File: config.mk
export PLATFORM = sky130hd
export DESIGN_NAME = base32_stream_codec
export DESIGN_NICKNAME = d
export VERILOG_FILES = /design/src/sv/b32_pkg.sv /design/src/sv/b32_front.sv /design/src/sv/b32_queue.sv /design/src/sv/b32_back.sv /design/src/sv/base32_stream_codec.sv
export SDC_FILE = /design/constraint.sdc
export NUM_CORES = 1
export LEC_CHECK = 0
export ABC_AREA = 1
export ABC_CLOCK_PERIOD_IN_PS = 8500
export BUFFER_PORTS_ARGS = -buffer_cell sky130_fd_sc_hd__buf_2
export CAP_MARGIN = 15
export CORE_ASPECT_RATIO = 0.5
export CORE_MARGIN = 5
export CORE_UTILIZATION = 33
export DETAILED_ROUTE_END_ITERATION = 8
export PLACE_DENSITY = 0.5
export SETUP_SLACK_MARGIN = 0.02
export SYNTH_ARGS = -nofsm -noshare
export SYNTH_HDL_FRONTEND = slang
export SYNTH_SLANG_ARGS = --single-unit
File: constraint.sdc
create_clock -name clk -period 8.5 [get_ports clk]
set_input_delay 1.275 -clock clk [delete_from_list [all_inputs] [get_ports clk]]
set_output_delay 1.275 -clock clk [all_outputs]
set_load 0.05 [all_outputs]
File: src/sv/b32_pkg.sv
// shared types, constants and symbol mapping functions for the base32 stream codec
package b32_pkg;

	localparam int QDEPTH = 4;
	localparam int QPTR_W = $clog2(QDEPTH);
	localparam int QCNT_W = $clog2(QDEPTH + 1);

	localparam logic       DIR_ENCODE      = 1'b0;
	localparam logic       DIR_DECODE      = 1'b1;
	localparam logic [7:0] REG_DIRECTION   = 8'd0;
	localparam logic [7:0] REG_MAX_SYMBOLS = 8'd1;

	typedef struct packed {
		logic [7:0] in_byte;
		logic       in_last;
	} in_item_t;

	typedef struct packed {
		logic [7:0] out_byte;
		logic       run_last;
		logic       message_end;
		logic       truncated;
	} out_item_t;

	// full set: chunk is complete; otherwise a bare end-of-message marker
	typedef struct packed {
		logic [39:0] chunk;
		logic        full;
		logic        last;
	} q_entry_t;

	typedef struct packed {
		logic     valid;
		q_entry_t entry;
	} q_beat_t;

	function automatic logic [7:0] symbol_of(input logic [4:0] v);
		logic [7:0] r;
		if (v < 5'd26) begin
			r = 8'd65 + {3'd0, v};
		end else begin
			r = 8'd50 + {3'd0, v} - 8'd26;
		end
		return r;
	endfunction

	// anything outside the alphabet, lower case too, maps to zero
	function automatic logic [4:0] value_of(input logic [7:0] c);
		logic [7:0] r;
		r = 8'd0;
		if (c inside {[8'd65:8'd90]}) begin
			r = c - 8'd65;
		end else if (c inside {[8'd50:8'd55]}) begin
			r = c - 8'd50 + 8'd26;
		end
		return r[4:0];
	endfunction

endpackage

File: src/sv/b32_front.sv
// front end: takes input beats, packs them into 40-bit chunks and queues them
module b32_front import b32_pkg::*; (
	input  logic     clk,
	input  logic     arst_n,
	input  logic     in_valid,
	output logic     in_stall,
	input  in_item_t in_data,
	input  logic     dir,
	input  logic     msg_clear,
	input  logic     q_full,
	output q_beat_t  push
);

	logic [39:0] chunk_q;
	logic [2:0]  fill_q;
	logic [39:0] chunk_nxt;
	logic        done;
	logic        accept;

	assign in_stall = q_full;
	assign accept   = in_valid && !q_full;

	always_comb begin
		if (dir == DIR_ENCODE) begin
			chunk_nxt = {chunk_q[31:0], in_data.in_byte};
			done      = (fill_q == 3'd4);
		end else begin
			chunk_nxt = {chunk_q[34:0], value_of(in_data.in_byte)};
			done      = (fill_q == 3'd7);
		end
		push.valid       = accept && (done || in_data.in_last);
		push.entry.chunk = chunk_nxt;
		push.entry.full  = done;
		push.entry.last  = in_data.in_last;
	end

	always_ff @(posedge clk or negedge arst_n) begin
		if (!arst_n) begin
			chunk_q <= '0;
			fill_q  <= '0;
		end else if (msg_clear) begin
			chunk_q <= '0;
			fill_q  <= '0;
		end else if (accept) begin
			if (done || in_data.in_last) begin
				chunk_q <= '0;
				fill_q  <= '0;
			end else begin
				chunk_q <= chunk_nxt;
				fill_q  <= fill_q + 3'd1;
			end
		end
	end

endmodule

File: src/sv/b32_queue.sv
// short chunk queue between front and back ends
module b32_queue import b32_pkg::*; (
	input  logic    clk,
	input  logic    arst_n,
	input  q_beat_t push,
	input  logic    pop,
	output q_beat_t head,
	output logic    full
);

	q_entry_t            mem_q [QDEPTH];
	logic [QPTR_W-1:0]   wr_ptr_q;
	logic [QPTR_W-1:0]   rd_ptr_q;
	logic [QCNT_W-1:0]   count_q;
	logic                do_push;
	logic                do_pop;

	assign full       = (count_q == QCNT_W'(QDEPTH));
	assign head.valid = (count_q != '0);
	assign head.entry = mem_q[rd_ptr_q];
	assign do_push    = push.valid && !full;
	assign do_pop     = pop && head.valid;

	always_ff @(posedge clk) begin
		if (do_push) begin
			mem_q[wr_ptr_q] <= push.entry;
		end
	end

	always_ff @(posedge clk or negedge arst_n) begin
		if (!arst_n) begin
			wr_ptr_q <= '0;
			rd_ptr_q <= '0;
			count_q  <= '0;
		end else begin
			if (do_push) begin
				wr_ptr_q <= (wr_ptr_q == QPTR_W'(QDEPTH - 1)) ? '0 : wr_ptr_q + 1'b1;
			end
			if (do_pop) begin
				rd_ptr_q <= (rd_ptr_q == QPTR_W'(QDEPTH - 1)) ? '0 : rd_ptr_q + 1'b1;
			end
			if (do_push && !do_pop) begin
				count_q <= count_q + 1'b1;
			end else if (do_pop && !do_push) begin
				count_q <= count_q - 1'b1;
			end
		end
	end

endmodule

File: src/sv/b32_back.sv
// back end: splits queued chunks into symbols or bytes, one output beat a cycle while out_stall is low
module b32_back import b32_pkg::*; (
	input  logic        clk,
	input  logic        arst_n,
	input  logic        dir,
	input  logic [15:0] max_symbols,
	input  logic        msg_clear,
	input  q_beat_t     head,
	output logic        pop,
	output logic        out_valid,
	input  logic        out_stall,
	output out_item_t   out_data
);

	logic [2:0]  k_q;
	logic [15:0] emitted_q;
	logic        limit_q;
	logic        out_valid_q;
	out_item_t   out_q;

	logic [4:0]  syms [8];
	logic [7:0]  bytes [5];
	logic        adv;
	logic        emit;
	logic        fin;
	logic        clr;
	logic [2:0]  k_n;
	logic [15:0] em_n;
	logic [15:0] cnt_inc;
	logic        lim_n;
	out_item_t   out_n;

	assign adv       = !out_valid_q || !out_stall;
	assign cnt_inc   = emitted_q + 16'd1;
	assign out_valid = out_valid_q;
	assign out_data  = out_q;

	always_comb begin
		for (int i = 0; i < 8; i++) begin
			syms[i] = head.entry.chunk[39 - 5 * i -: 5];
		end
		for (int i = 0; i < 5; i++) begin
			bytes[i] = head.entry.chunk[39 - 8 * i -: 8];
		end
	end

	always_comb begin
		pop   = 1'b0;
		emit  = 1'b0;
		fin   = 1'b0;
		clr   = 1'b0;
		k_n   = k_q;
		em_n  = emitted_q;
		lim_n = limit_q;
		out_n = '0;
		if (head.valid && adv) begin
			if (!head.entry.full) begin
				pop = 1'b1;
				clr = head.entry.last;
			end else if (dir == DIR_ENCODE) begin
				if (emitted_q < max_symbols) begin
					emit              = 1'b1;
					em_n              = cnt_inc;
					lim_n             = limit_q | (cnt_inc == max_symbols);
					// the beat is the last one of the chunk at the eighth symbol, or if the limit stops the rest
					fin               = (k_q == 3'd7) || (cnt_inc == max_symbols);
					out_n.out_byte    = symbol_of(syms[k_q]);
					out_n.run_last    = fin;
					out_n.message_end = fin && head.entry.last;
					out_n.truncated   = lim_n;
				end else begin
					// rest of the chunk is suppressed in one go
					lim_n = 1'b1;
					fin   = 1'b1;
				end
				if (fin) begin
					pop = 1'b1;
					k_n = '0;
					clr = head.entry.last;
				end else begin
					k_n = k_q + 3'd1;
				end
			end else begin
				emit              = 1'b1;
				fin               = (k_q == 3'd4);
				out_n.out_byte    = bytes[k_q];
				out_n.run_last    = fin;
				out_n.message_end = fin && head.entry.last;
				if (fin) begin
					pop = 1'b1;
					k_n = '0;
					clr = head.entry.last;
				end else begin
					k_n = k_q + 3'd1;
				end
			end
			if (clr) begin
				em_n  = '0;
				lim_n = 1'b0;
			end
		end
	end

	always_ff @(posedge clk or negedge arst_n) begin
		if (!arst_n) begin
			k_q         <= '0;
			emitted_q   <= '0;
			limit_q     <= 1'b0;
			out_valid_q <= 1'b0;
		end else begin
			if (msg_clear) begin
				k_q       <= '0;
				emitted_q <= '0;
				limit_q   <= 1'b0;
			end else begin
				k_q       <= k_n;
				emitted_q <= em_n;
				limit_q   <= lim_n;
			end
			if (adv) begin
				out_valid_q <= emit;
			end
		end
	end

	always_ff @(posedge clk) begin
		if (adv && emit) begin
			out_q <= out_n;
		end
	end

endmodule

File: src/sv/base32_stream_codec.sv
// top level of the unpadded base32 stream encoder / decoder
//
// in_* carries one byte per beat with an end-of-message flag; out_* carries
// one symbol (encode) or one byte (decode) per beat. the cfg channel writes
// register 0 (direction, 0 encode, 1 decode; clears any partial message) and
// register 1 (encode symbol limit per message); cfg_ready is always high and
// writes are meant to happen only while the block is idle.
// the front end packs beats into 40-bit chunks and hands each finished chunk
// to a four-entry queue; the back end turns a chunk into 8 symbols or 5 bytes
// at one output beat per cycle while out_stall is low. the first result of a
// chunk passes through the queue and then the output register to out_valid.
// decode takes one input beat per cycle while out_stall stays low; in encode
// the back end, at 8 output symbols per 5 input bytes, sets the pace.
// in_stall rises only when the queue is full. a stalled output beat holds in
// the output register while the queue keeps absorbing input.
// reset clears the message state, selects encode and sets the limit to 65535.
module base32_stream_codec import b32_pkg::*; (
	input  logic        clk,
	input  logic        arst_n,
	input  logic        in_valid,
	output logic        in_stall,
	input  in_item_t    in_data,
	output logic        out_valid,
	input  logic        out_stall,
	output out_item_t   out_data,
	input  logic        cfg_valid,
	output logic        cfg_ready,
	input  logic [7:0]  cfg_index,
	input  logic [15:0] cfg_data
);

	logic        dir_q;
	logic [15:0] max_symbols_q;
	logic        msg_clear;
	logic        q_full;
	logic        pop;
	q_beat_t     push;
	q_beat_t     head;

	assign cfg_ready = 1'b1;
	assign msg_clear = cfg_valid && (cfg_index == REG_DIRECTION);

	always_ff @(posedge clk or negedge arst_n) begin
		if (!arst_n) begin
			dir_q         <= DIR_ENCODE;
			max_symbols_q <= 16'hFFFF;
		end else if (cfg_valid) begin
			if (cfg_index == REG_DIRECTION) begin
				dir_q <= cfg_data[0];
			end else if (cfg_index == REG_MAX_SYMBOLS) begin
				max_symbols_q <= cfg_data;
			end
		end
	end

	b32_front u_front (
		.clk       (clk),
		.arst_n    (arst_n),
		.in_valid  (in_valid),
		.in_stall  (in_stall),
		.in_data   (in_data),
		.dir       (dir_q),
		.msg_clear (msg_clear),
		.q_full    (q_full),
		.push      (push)
	);

	b32_queue u_queue (
		.clk    (clk),
		.arst_n (arst_n),
		.push   (push),
		.pop    (pop),
		.head   (head),
		.full   (q_full)
	);

	b32_back u_back (
		.clk         (clk),
		.arst_n      (arst_n),
		.dir         (dir_q),
		.max_symbols (max_symbols_q),
		.msg_clear   (msg_clear),
		.head        (head),
		.pop         (pop),
		.out_valid   (out_valid),
		.out_stall   (out_stall),
		.out_data    (out_data)
	);

endmodule
==> impl_metrics.json, run 1 <==
{
  "syn_area_um2": 12950,
  "swShare": 0.4171,
  "antennaDiodeCount": 0,
  "drive_gt1_frac": 0.09904,
  "holdCritStartpoint": "max_symbols_q[2]",
  "cp.arrival_ps": 4670,
  "rows": 51,
  "cts_setup_buffers": 0,
  "min_period_ps": 4387,
  "cts_num_sinks": 262,
  "critPathKind": "reg -> reg",
  "synthMuxAreaShare": 0.0008696,
  "worstSetupStartpointType": "flip-flop",
  "yosys.area_share.simple": 0.2068,
  "cp-startpoint": "u_queue.rd_ptr_q[0]",
  "top_level_ports": 52,
  "start_util": 0.3338,
  "place_hpwl_um": 22170,
  "antenna_found_initial": 0,
  "yosys.area.top_type": "edfxtp_1",
  "drt-total-wl_um": 35220,
  "portBuffers": 50,
  "dieArea_um2": 43540,
  "place.gp.congestion": 0.8647,
  "slew_viol_final": 0,
  "cts_tree": "yes",
  "cp-end-kind": "flip-flop",
  "hold_violations": 0,
  "ys_top_cells_by_count": "nand2_1 (349), o21ai_0 (180), edfxtp_1 (179)",
  "dr_wl_met2_um": 16170,
  "ant_nets": 0,
  "clk_latency_ps": 570,
  "dr.pass1.iters": 5,
  "synth-compound-area-share": 0.1126,
  "power_frac_clock": 0.246,
  "worstPathMaxFanout": 87,
  "crit_required_ps": 8790,
  "setup_ws_ps": 4113,
  "syn_nets": 1490,
  "finalCritPeriodShare": 0.5161,
  "ys_types": 51,
  "synth_top_family_by_area": "simple AND/OR/NAND/NOR gates",
  "intPower_mw": 2.833,
  "area_growth_pct": 12.75,
  "cts_buffers": 26,
  "power_frac_seq": 0.361,
  "status": "finished, final reports clean",
  "clockRootBuffer": "clkbuf_16",
  "slew_headroom": 0.2671,
  "synth.most_common_cell": "nand2_1",
  "cts_resized": 0,
  "first_global_vias": 9572,
  "drt_iter0_markers": 660,
  "routed_via_density": 5.012,
  "max-clock-path-buffers": 3,
  "num_vias": 9993,
  "hold_buffers": 0,
  "h-tree-depth": 1,
  "synth.avg_cell_area_um2": 9.158,
  "grt.total_usage": 0.1591,
  "worst_pin_slew_ps": 1088,
  "switchingPower_mw": 2.027,
  "tns_ps": 0,
  "final_nets": 1520,
  "leakage_nw": 5.990,
  "design_power_total_mw": 4.860,
  "synth_xor_area_frac": 0.006473,
  "synth_seq_area_share": 0.5770,
  "combinationalPowerShare": 0.393,
  "synthAdderAreaFrac": 0.03729,
  "ir_worst_vdd_v": 0.0001575,
  "fillerInstances": 3972,
  "place_ws_ps": 4165,
  "rsz0062_at_grt": "no",
  "finalSetupViolCount": 0,
  "ys_async_sr_fraction": 0.3168,
  "ys_warn_count": 0,
  "wire_per_inst_um": 17.66,
  "rr_startpoint": "u_queue.rd_ptr_q[0]",
  "grt_max_degree": 88,
  "synth_edf_count": 179,
  "dieWidth_um": 290.2,
  "hold_path.class": "reg -> reg",
  "top_layer": "met4",
  "synthTopCellsByArea": "edfxtp_1 (42%), dfrtp_1 (13%), nand2_1 (10%), o21ai_0 (7.0%), nor2_1 (4.3%)",
  "die_y_um": 150.1,
  "powerDensity_nw_per_um2": 332.8,
  "path_clk_slew_ps": 60,
  "drc": 0,
  "grt_pass1_wl_um": 55080,
  "netlist_instances": 1414,
  "overflow": 0,
  "coreArea_um2": 38800,
  "cap_viol_max_count": 0,
  "finClkSkew_ps": 36.03,
  "synthFlopType": "edfxtp_1",
  "wirelength_met1_um": 16670,
  "synth-seq-cells": 262,
  "wl_met3_um": 1670,
  "final_area_um2": 14600,
  "max_freq_ghz": 0.2280,
  "postPlaceCellArea_um2": 13720,
  "synth_top_area_frac": 0.4151
}
## kinds of logic after synthesis
| kind of cell | Yosys count |
|---|---|
| xor gates and xnor gates | 8 |
| DFF | 262 |
| and+or+nand+nor | 642 |
| other | 1 |
| muxes | 1 |
| adders and majority gates | 38 |
| buffers and inverters | 190 |
| AOI/OAI and AO/OA | 272 |
## cells in the final DEF (no fill, tap or decap), types with 4 or more instances in the layout
| cell type | synthesis | layout |
|---|---|---|
| nor2_4 | 2 | 6 |
| nand2_1 | 349 | 349 |
| o22ai_1 | 23 | 23 |
| nand4_1 | 12 | 12 |
| o21ai_0 | 180 | 180 |
| nor3_1 | 6 | 6 |
| ha_1 | 37 | 37 |
| nor2_1 | 148 | 143 |
| edfxtp_1 | 179 | 179 |
| nand3_1 | 104 | 104 |
| clkinv_2 | 0 | 8 |
| dfstp_2 | 16 | 16 |
| buf_2 | 17 | 49 |
| o22a_1 | 4 | 4 |
| clkbuf_16 | 0 | 26 |
| xor2_1 | 5 | 5 |
| clkinv_1 | 1 | 4 |
| nand2_2 | 6 | 6 |
| a21oi_1 | 45 | 45 |
| dfrtp_1 | 67 | 65 |
| clkbuf_1 | 33 | 5 |
| buf_4 | 3 | 14 |
| inv_1 | 127 | 127 |
| bufinv_16 | 0 | 4 |
## flip-flops by register name, indices dropped and copies added, names as in the netlist
name and cells:
dir_q 1, max_symbols_q 16, u_back.emitted_q 16, u_back.k_q 3
u_back.limit_q 1, u_back.out_data 11, u_back.out_valid 1, u_front.chunk_q 35
u_front.fill_q 3, u_queue.count_q 3, u_queue.mem_q 168, u_queue.rd_ptr_q 2
u_queue.wr_ptr_q 2
## power by group through the flow
stage	Sequential [mW]	Clock [mW]	Combinational [mW]
after global routing	1.77	1.28	2.15
after detailed placement	1.78	0	1.91
after floorplan	1.83	0	1.27
after CTS	1.75	1.22	1.93
final	1.75	1.20	1.91
after global placement	1.78	0	1.90
## path summary, 6_finish.rpt
| kind | to | slack [ps] | cells after the start |
|---|---|---|---|
| max | u_back.out_data[5] | 4110 | 18 |
| min | max_symbols_q[2] | 510 | 2 |
| min in group asynchronous | u_back.emitted_q[11] | 700 | 1 |
| max reg2reg | u_back.out_data[5] | 4110 | 18 |
| max in group asynchronous | u_front.chunk_q[27] | 6620 | 2 |
| min reg2reg | max_symbols_q[2] | 510 | 2 |
## area by class of cell
type / count / area, µm² / area share
sequential: 262 / 7475 / 0.5119
multi-input combinational: 962 / 4750 / 0.3253
clock buffer: 31 / 669.4 / 0.04584
tap: 530 / 663.1 / 0.04542
inverter: 129 / 484.2 / 0.03316
timing repair buffer: 63 / 350.3 / 0.02399
clock inverter: 17 / 210.2 / 0.01440
## stage by stage
step	instances	hold WS, ps	utilization
final	1994	505.9	0.3764
after global routing	1994	518.5	0.3764
after CTS	1994	514.6	0.3764
after detailed placement	1946	499.9	0.3537
after global placement	1946	491.1	0.3537
after floorplan	1414	472.2	-
## metal layers
metal | global-route usage | up-vias
met2 | 0.2662 | 238
met5 | 0 | -
met4 | 0.03317 | 0
li1 | - | 4830
met1 | 0.2238 | 4877
met3 | 0.02180 | 48
## worst max-delay path: stages (launching register included)
cell     delay [ps]
dfrtp_2         390
buf_4           380
inv_2           390
buf_4           640
o21ai_0         170
o22ai_1         230
nand2_1         110
nand2_1         110
nand2_1          50
nand2_1          90
inv_1            60
nand2_1         240
ha_1            210
inv_1            50
nor2_1          390
inv_1           130
nand2_1         100
xnor2_1          70
a32o_1          240
No activity file was read; power rests on OpenSTA's default activity.
==> run 2, diff against run 1 <==
--- a/config.mk
+++ b/config.mk
@@ -6,14 +6,14 @@
 export NUM_CORES = 1
 export LEC_CHECK = 0
 export ABC_AREA = 1
-export ABC_CLOCK_PERIOD_IN_PS = 8500
+export ABC_CLOCK_PERIOD_IN_PS = 3700
 export BUFFER_PORTS_ARGS = -buffer_cell sky130_fd_sc_hd__buf_2
 export CAP_MARGIN = 15
 export CORE_ASPECT_RATIO = 0.5
 export CORE_MARGIN = 5
 export CORE_UTILIZATION = 33
 export DETAILED_ROUTE_END_ITERATION = 8
-export PLACE_DENSITY = 0.5
+export PLACE_DENSITY = 0.52
 export SETUP_SLACK_MARGIN = 0.02
 export SYNTH_ARGS = -nofsm -noshare
 export SYNTH_HDL_FRONTEND = slang
==> constraint.sdc (replaced) <==
create_clock -name clk -period 3.7 [get_ports clk]
set_input_delay 0.555 -clock clk [delete_from_list [all_inputs] [get_ports clk]]
set_output_delay 0.555 -clock clk [all_outputs]
set_load 0.05 [all_outputs]
==> run 2 against run 1 <==
  * Power increased by 140%
  * Final area increased by 2.4%
  * Wire length increased by 1.4%
  * Via count increased by 1.6%
  * Worst setup slack got worse by 3800 ps
  * Sequential power increased by 130%
  * Maximum frequency increased by 31%
  * Register-to-register slack got worse by 3800 ps
  * Largest power group unchanged
==> impl_metrics.json, run 2 (synthesized netlist as in run 1, its figures left out) <==
{
  "antennaDiodeCount": 0,
  "hold_path.class": "in -> async",
  "routed_via_density": 5.043,
  "postPlaceCellArea_um2": 13970,
  "top_level_ports": 52,
  "cp.arrival_ps": 3790,
  "critPathKind": "reg -> reg",
  "final_area_um2": 14950,
  "worstPathCellList": "ha_1 > nand2_1 > nor2_2 > nand3_1 > xnor3_1 > nand2_1 > nor2_1 > nand3_1 > nand2_1 > nand2_2 > nand3_2 > nand2_1 > ha_1 > inv_1 > fa_1 > a21oi_1 > o21ai_0 > xor2_1",
  "tns_ps": 0,
  "dieArea_um2": 43540,
  "worst_pin_slew_ps": 877.7,
  "cts_resized": 0,
  "top_regs": "u_queue.mem_q x168, u_front.chunk_q x35",
  "worstPathMaxFanout": 6,
  "rsz0062_at_grt": "no",
  "drive_gt1_frac": 0.1112,
  "cap_viol_max_count": 0,
  "final_common_cell": "nand2_1",
  "h-tree-depth": 1,
  "grt_max_degree": 64,
  "status": "finished, final reports clean",
  "ant_nets": 0,
  "max-clock-path-buffers": 3,
  "r2r_cells": 18,
  "max_freq_ghz": 0.2979,
  "slew_headroom": 0.4127,
  "place.gp.congestion": 0.8917,
  "portBuffers": 50,
  "drt_iter0_markers": 796,
  "area_growth_pct": 15.41,
  "cts_num_sinks": 262,
  "crit_required_ps": 4130,
  "min_period_ps": 3356,
  "grt_pass1_wl_um": 56940,
  "path_clk_slew_ps": 70,
  "grt.total_usage": 0.1629,
  "cts_buffers": 27,
  "die_y_um": 150.1,
  "rows": 51,
  "start_util": 0.3338,
  "clockRootBuffer": "clkbuf_16",
  "cts_setup_buffers": 0,
  "powerDensity_nw_per_um2": 780.0,
  "cp-end-kind": "flip-flop",
  "first_global_vias": 10141,
  "mostFrequentLayoutCells": "nand2_1 (349), o21ai_0 (180), edfxtp_1 (179)",
  "regMostFlops": "u_queue.mem_q",
  "worstSetupStartpointType": "flip-flop",
  "place_hpwl_um": 23550,
  "slew_viol_final": 0,
  "wire_per_inst_um": 17.73,
  "ir_worst_vdd_v": 0.0003461,
  "finalSetupViolCount": 0,
  "finClkSkew_ps": 18.38,
  "finalCritPeriodShare": 0.9071,
  "crit_path_max_incr_delay_ps": 460,
  "design_power_total_mw": 11.66,
  "leakage_nw": 6.151,
  "antenna_found_initial": 0,
  "drt-total-wl_um": 35710,
  "dieWidth_um": 290.2,
  "largest_reg_flops": 168,
  "slowest_stage": "dfrtp_1",
  "clk_latency_ps": 560,
  "hold_violations": 0,
  "overflow": 0,
  "hold_buffers": 0,
  "num_vias": 10157,
  "drc": 0,
  "cp_common_cell": "nand2_1",
  "cts_tree": "yes",
  "dr.pass1.iters": 5,
  "coreArea_um2": 38800,
  "final_nets": 1539
}
run 2: cell types whose count changed in the layout (fill, tap and decap cells not counted):
cell and delta:
clkinvlp_4 +1, bufinv_16 +1, inv_16 +1, clkinv_2 -6
buf_12 +9, buf_4 +9, clkbuf_16 +1, clkbuf_8 +6
clkinv_4 -1, clkinv_16 -1
run 2: critical path, delay by kind of cell (launching register included):
| family | cells | cell delay (ps) |
|---|---|---|
| adders and majority gates | 3 | 760 |
| DFF | 1 | 460 |
| AOI/OAI and AO/OA | 2 | 280 |
| buffers and inverters | 1 | 60 |
| xor gates and xnor gates | 2 | 390 |
| and+or+nand+nor | 10 | 1260 |
run 2: area by class of cell:
| type | instances | area [µm²] |
|---|---|---|
| Sequential cell | 262 | 7475 |
| Fill cell | 3939 | 23850 |
| Inverter | 129 | 484.2 |
| Clock inverter | 12 | 198.9 |
| Clock buffer | 38 | 777.0 |
| Tap cell | 530 | 663.1 |
| Multi-Input combinational cell | 962 | 4750 |
| Timing Repair Buffer | 81 | 598.1 |
run 2: path summary, 6_finish.rpt:
path	startpoint	to	slack, ps
setup / recovery	u_back.emitted_q[1]	u_queue.count_q[2]	340
hold / removal	arst_n	u_back.emitted_q[13]	30
setup reg to reg	u_back.emitted_q[1]	u_queue.count_q[2]	340
hold reg to reg	max_symbols_q[0]	max_symbols_q[0]	500
max in group asynchronous	arst_n	u_front.chunk_q[21]	2800
min in group clk	cfg_data[5]	max_symbols_q[5]	230
run 2: routing by layer:
metal	GRT usage	routed length (µm)	vias to the layer above
met2	0.2679	16230	297
met4	0.03603	736	0
met3	0.02981	2164	49
li1	-	-	4875
met5	0	0	-
met1	0.2271	16580	4936
run 2: report_power, final:
| part | switching (mW) | internal, mW | total [mW] |
|---|---|---|---|
| Sequential | 0.226 | 3.75 | 3.97 |
| Combinational | 3.33 | 1.37 | 4.70 |
| Clock | 1.17 | 1.82 | 2.98 |
| Total | 4.72 | 6.93 | 11.7 |
run 2: through the flow:
| stage | utilization | hold slack (ps) | worst slack, ps | instances |
|---|---|---|---|---|
| floorplan | - | 259.4 | 10.36 | 1414 |
| global placement | 0.3601 | 490.3 | 381.5 | 1964 |
| detailed placement | 0.3601 | 493.2 | 357.2 | 1964 |
| CTS | 0.3852 | 29.79 | 334.5 | 2014 |
| global route | 0.3852 | 65.27 | 39.83 | 2014 |
| finish | 0.3852 | 28.51 | 343.7 | 2014 |
==> run 3, diff against run 2 <==
--- a/config.mk
+++ b/config.mk
@@ -6,14 +6,14 @@
 export NUM_CORES = 1
 export LEC_CHECK = 0
 export ABC_AREA = 1
-export ABC_CLOCK_PERIOD_IN_PS = 3700
+export ABC_CLOCK_PERIOD_IN_PS = 3570
 export BUFFER_PORTS_ARGS = -buffer_cell sky130_fd_sc_hd__buf_2
 export CAP_MARGIN = 15
 export CORE_ASPECT_RATIO = 0.5
 export CORE_MARGIN = 5
 export CORE_UTILIZATION = 33
 export DETAILED_ROUTE_END_ITERATION = 8
-export PLACE_DENSITY = 0.52
+export PLACE_DENSITY = 0.5
 export SETUP_SLACK_MARGIN = 0.02
 export SYNTH_ARGS = -nofsm -noshare
 export SYNTH_HDL_FRONTEND = slang
==> constraint.sdc (replaced) <==
create_clock -name clk -period 3.57 [get_ports clk]
set_input_delay 0.5355 -clock clk [delete_from_list [all_inputs] [get_ports clk]]
set_output_delay 0.5355 -clock clk [all_outputs]
set_load 0.05 [all_outputs]
==> run 3 against run 2 <==
  * Worst setup slack got worse by 13 ps
  * Combinational power rose by 4.9%
  * Critical path type unchanged
  * Highest routed layer unchanged
  * Hold slack improved by 20 ps
  * Final cell count barely moved
  * Flip-flop and latch count did not move
  * Sequential share of layout area rose by 0.097 points
  * Largest power group unchanged
  * Clock skew rose by 6.9 ps
  * Via count fell by 1.5%
  * Utilization fell by 0.074 points
  * Die area did not move
  * Sequential power rose by 3%
==> impl_metrics.json, run 3 (synthesized netlist as in run 1, its figures left out) <==
{
  "hold_violations": 0,
  "critPathKind": "reg -> reg",
  "antennaDiodeCount": 0,
  "crit_required_ps": 4010,
  "area_growth_pct": 15.19,
  "worstPathMaxFanout": 6,
  "grt_max_degree": 69,
  "worstPathCellList": "ha_1 > inv_1 > nor2_1 > nor3_1 > nand2_1 > a21oi_1 > nand3_1 > nor2_1 > nand3_1 > nand2_1 > nand2_2 > nand3_2 > nand2_1 > ha_1 > inv_1 > fa_1 > mux2_2",
  "cts_tree": "yes",
  "top_level_ports": 52,
  "dieWidth_um": 290.2,
  "finClkSkew_ps": 25.27,
  "status": "finished, final reports clean",
  "regMostFlops": "u_queue.mem_q",
  "clk_latency_ps": 570,
  "cap_viol_max_count": 0,
  "coreArea_um2": 38800,
  "switchingPower_mw": 4.926,
  "r2r_cells": 17,
  "rsz0062_at_grt": "no",
  "slowest_stage": "dfrtp_1",
  "first_global_vias": 9712,
  "finalSetupViolCount": 0,
  "place_ws_ps": 352.2,
  "ir_worst_vdd_v": 0.0004049,
  "cp-startpoint": "u_back.emitted_q[0]",
  "routed_via_density": 4.972,
  "dr.pass1.iters": 5,
  "cp.arrival_ps": 3680,
  "reg2reg_slack_ps": 330,
  "postLayoutCoreUtil": 0.3845,
  "dieArea_um2": 43540,
  "min_period_ps": 3239,
  "path_clk_slew_ps": 60,
  "largest_reg_flops": 168,
  "cp-end-kind": "flip-flop",
  "portBuffers": 50,
  "powerDensity_nw_per_um2": 805.7,
  "top_regs": "u_queue.mem_q x168, u_front.chunk_q x35",
  "place_hpwl_um": 22960,
  "power_frac_clock": 0.249,
  "postPlaceCellArea_um2": 13960,
  "overflow": 0,
  "swShare": 0.4098,
  "rows": 51,
  "drt-total-wl_um": 35220,
  "place.gp.congestion": 0.9113,
  "holdWs_ps": 48.62,
  "die_y_um": 150.1,
  "max-clock-path-buffers": 3,
  "worstSetupStartpointType": "flip-flop",
  "hold_path.class": "in -> async",
  "rr_startpoint": "u_back.emitted_q[0]",
  "drive_gt1_frac": 0.1119,
  "num_vias": 10008,
  "slew_viol_final": 0,
  "max_freq_ghz": 0.3087,
  "mostFrequentLayoutCells": "nand2_1 (349), o21ai_0 (179), edfxtp_1 (179)",
  "combinationalPowerShare": 0.410,
  "reg2reg_to": "u_queue.count_q[1]",
  "ant_nets": 0,
  "grt_pass1_wl_um": 55230,
  "intPower_mw": 7.093,
  "worst_pin_slew_ps": 778.8,
  "cts_num_sinks": 262,
  "antenna_found_initial": 0,
  "power_frac_seq": 0.341,
  "h-tree-depth": 1,
  "endpoint": "u_queue.count_q[1]",
  "crit_path_max_incr_delay_ps": 450,
  "leakage_nw": 6.127,
  "final_area_um2": 14920,
  "slew_headroom": 0.4753,
  "drt_iter0_markers": 833,
  "final_nets": 1539,
  "fillerInstances": 3911,
  "cp_common_cell": "nand2_1",
  "finalCritPeriodShare": 0.9074,
  "grt.total_usage": 0.1592,
  "drc": 0,
  "final_common_cell": "nand2_1",
  "setup_ws_ps": 330.7,
  "clockRootBuffer": "clkbuf_16",
  "start_util": 0.3338,
  "wire_per_inst_um": 17.50,
  "cts_buffers": 26
}
run 3: how the worst min path moves through the flow:
stage | startpoint | to | slack, ps | cells past startpoint
finish | arst_n | u_back.limit_q | 50 | 1
global route | arst_n | u_back.emitted_q[4] | 70 | 1
CTS | arst_n | u_back.limit_q | 40 | 1
detailed placement | max_symbols_q[0] | max_symbols_q[0] | 490 | 2
global placement | max_symbols_q[0] | max_symbols_q[0] | 490 | 2
floorplan | arst_n | dir_q | 240 | 0
run 3: metrics by stage:
step | std cells | power [mW] | TNS (ps)
2_1_floorplan | 1414 | 7.381 | -20100
3_3_place_gp | 1965 | 9.010 | 0
3_5_place_dp | 1965 | 9.088 | 0
4_1_cts | 2013 | 12.12 | 0
5_1_grt | 2013 | 12.87 | 0
6_report | 2013 | 12.02 | 0
run 3: timing repair:
action / 4_1_cts / 5_1_grt
setup buffers: 0 / 0
endpoints found under the setup margin: 0 / 2
gates resized for setup: 0 / 3
hold buffers: 0 / 0
run 3: power groups by stage:
stage / registers [mW] / clock network, mW / logic [mW]
final: 4.10 / 2.99 / 4.93
after global routing: 4.14 / 3.20 / 5.52
after CTS: 4.10 / 3.07 / 4.95
after detailed placement: 4.16 / 0 / 4.93
after global placement: 4.14 / 0 / 4.87
after floorplan: 4.35 / 0 / 3.03
run 3: per-layer routing:
| metal | up-vias | GRT usage | share of wire |
|---|---|---|---|
| met5 | - | 0 | 0 |
| met4 | 0 | 0.03317 | 0.017 |
| met3 | 48 | 0.02699 | 0.043 |
| met2 | 218 | 0.2622 | 0.46 |
| met1 | 4880 | 0.2237 | 0.48 |
| li1 | 4862 | - | - |
run 3: area by class of cell:
type                    count  area [µm²]  area share
repair buffers             82       593.1     0.03976
clock buffers              33       716.9     0.04806
inverters                 129       484.2     0.03246
clock inverters            15       227.7     0.01527
flip-flops and latches    262        7475      0.5011
well taps                 530       663.1     0.04446
multi-input cells         962        4757      0.3189
run 3: worst max-delay path: cells and delay by family, from the launching register on:
family	cells	cell delay, ps
simple gates	10	1180
fa+ha+maj	3	940
flops	1	450
mux	1	260
buf+inv	2	170
compound gates	1	120
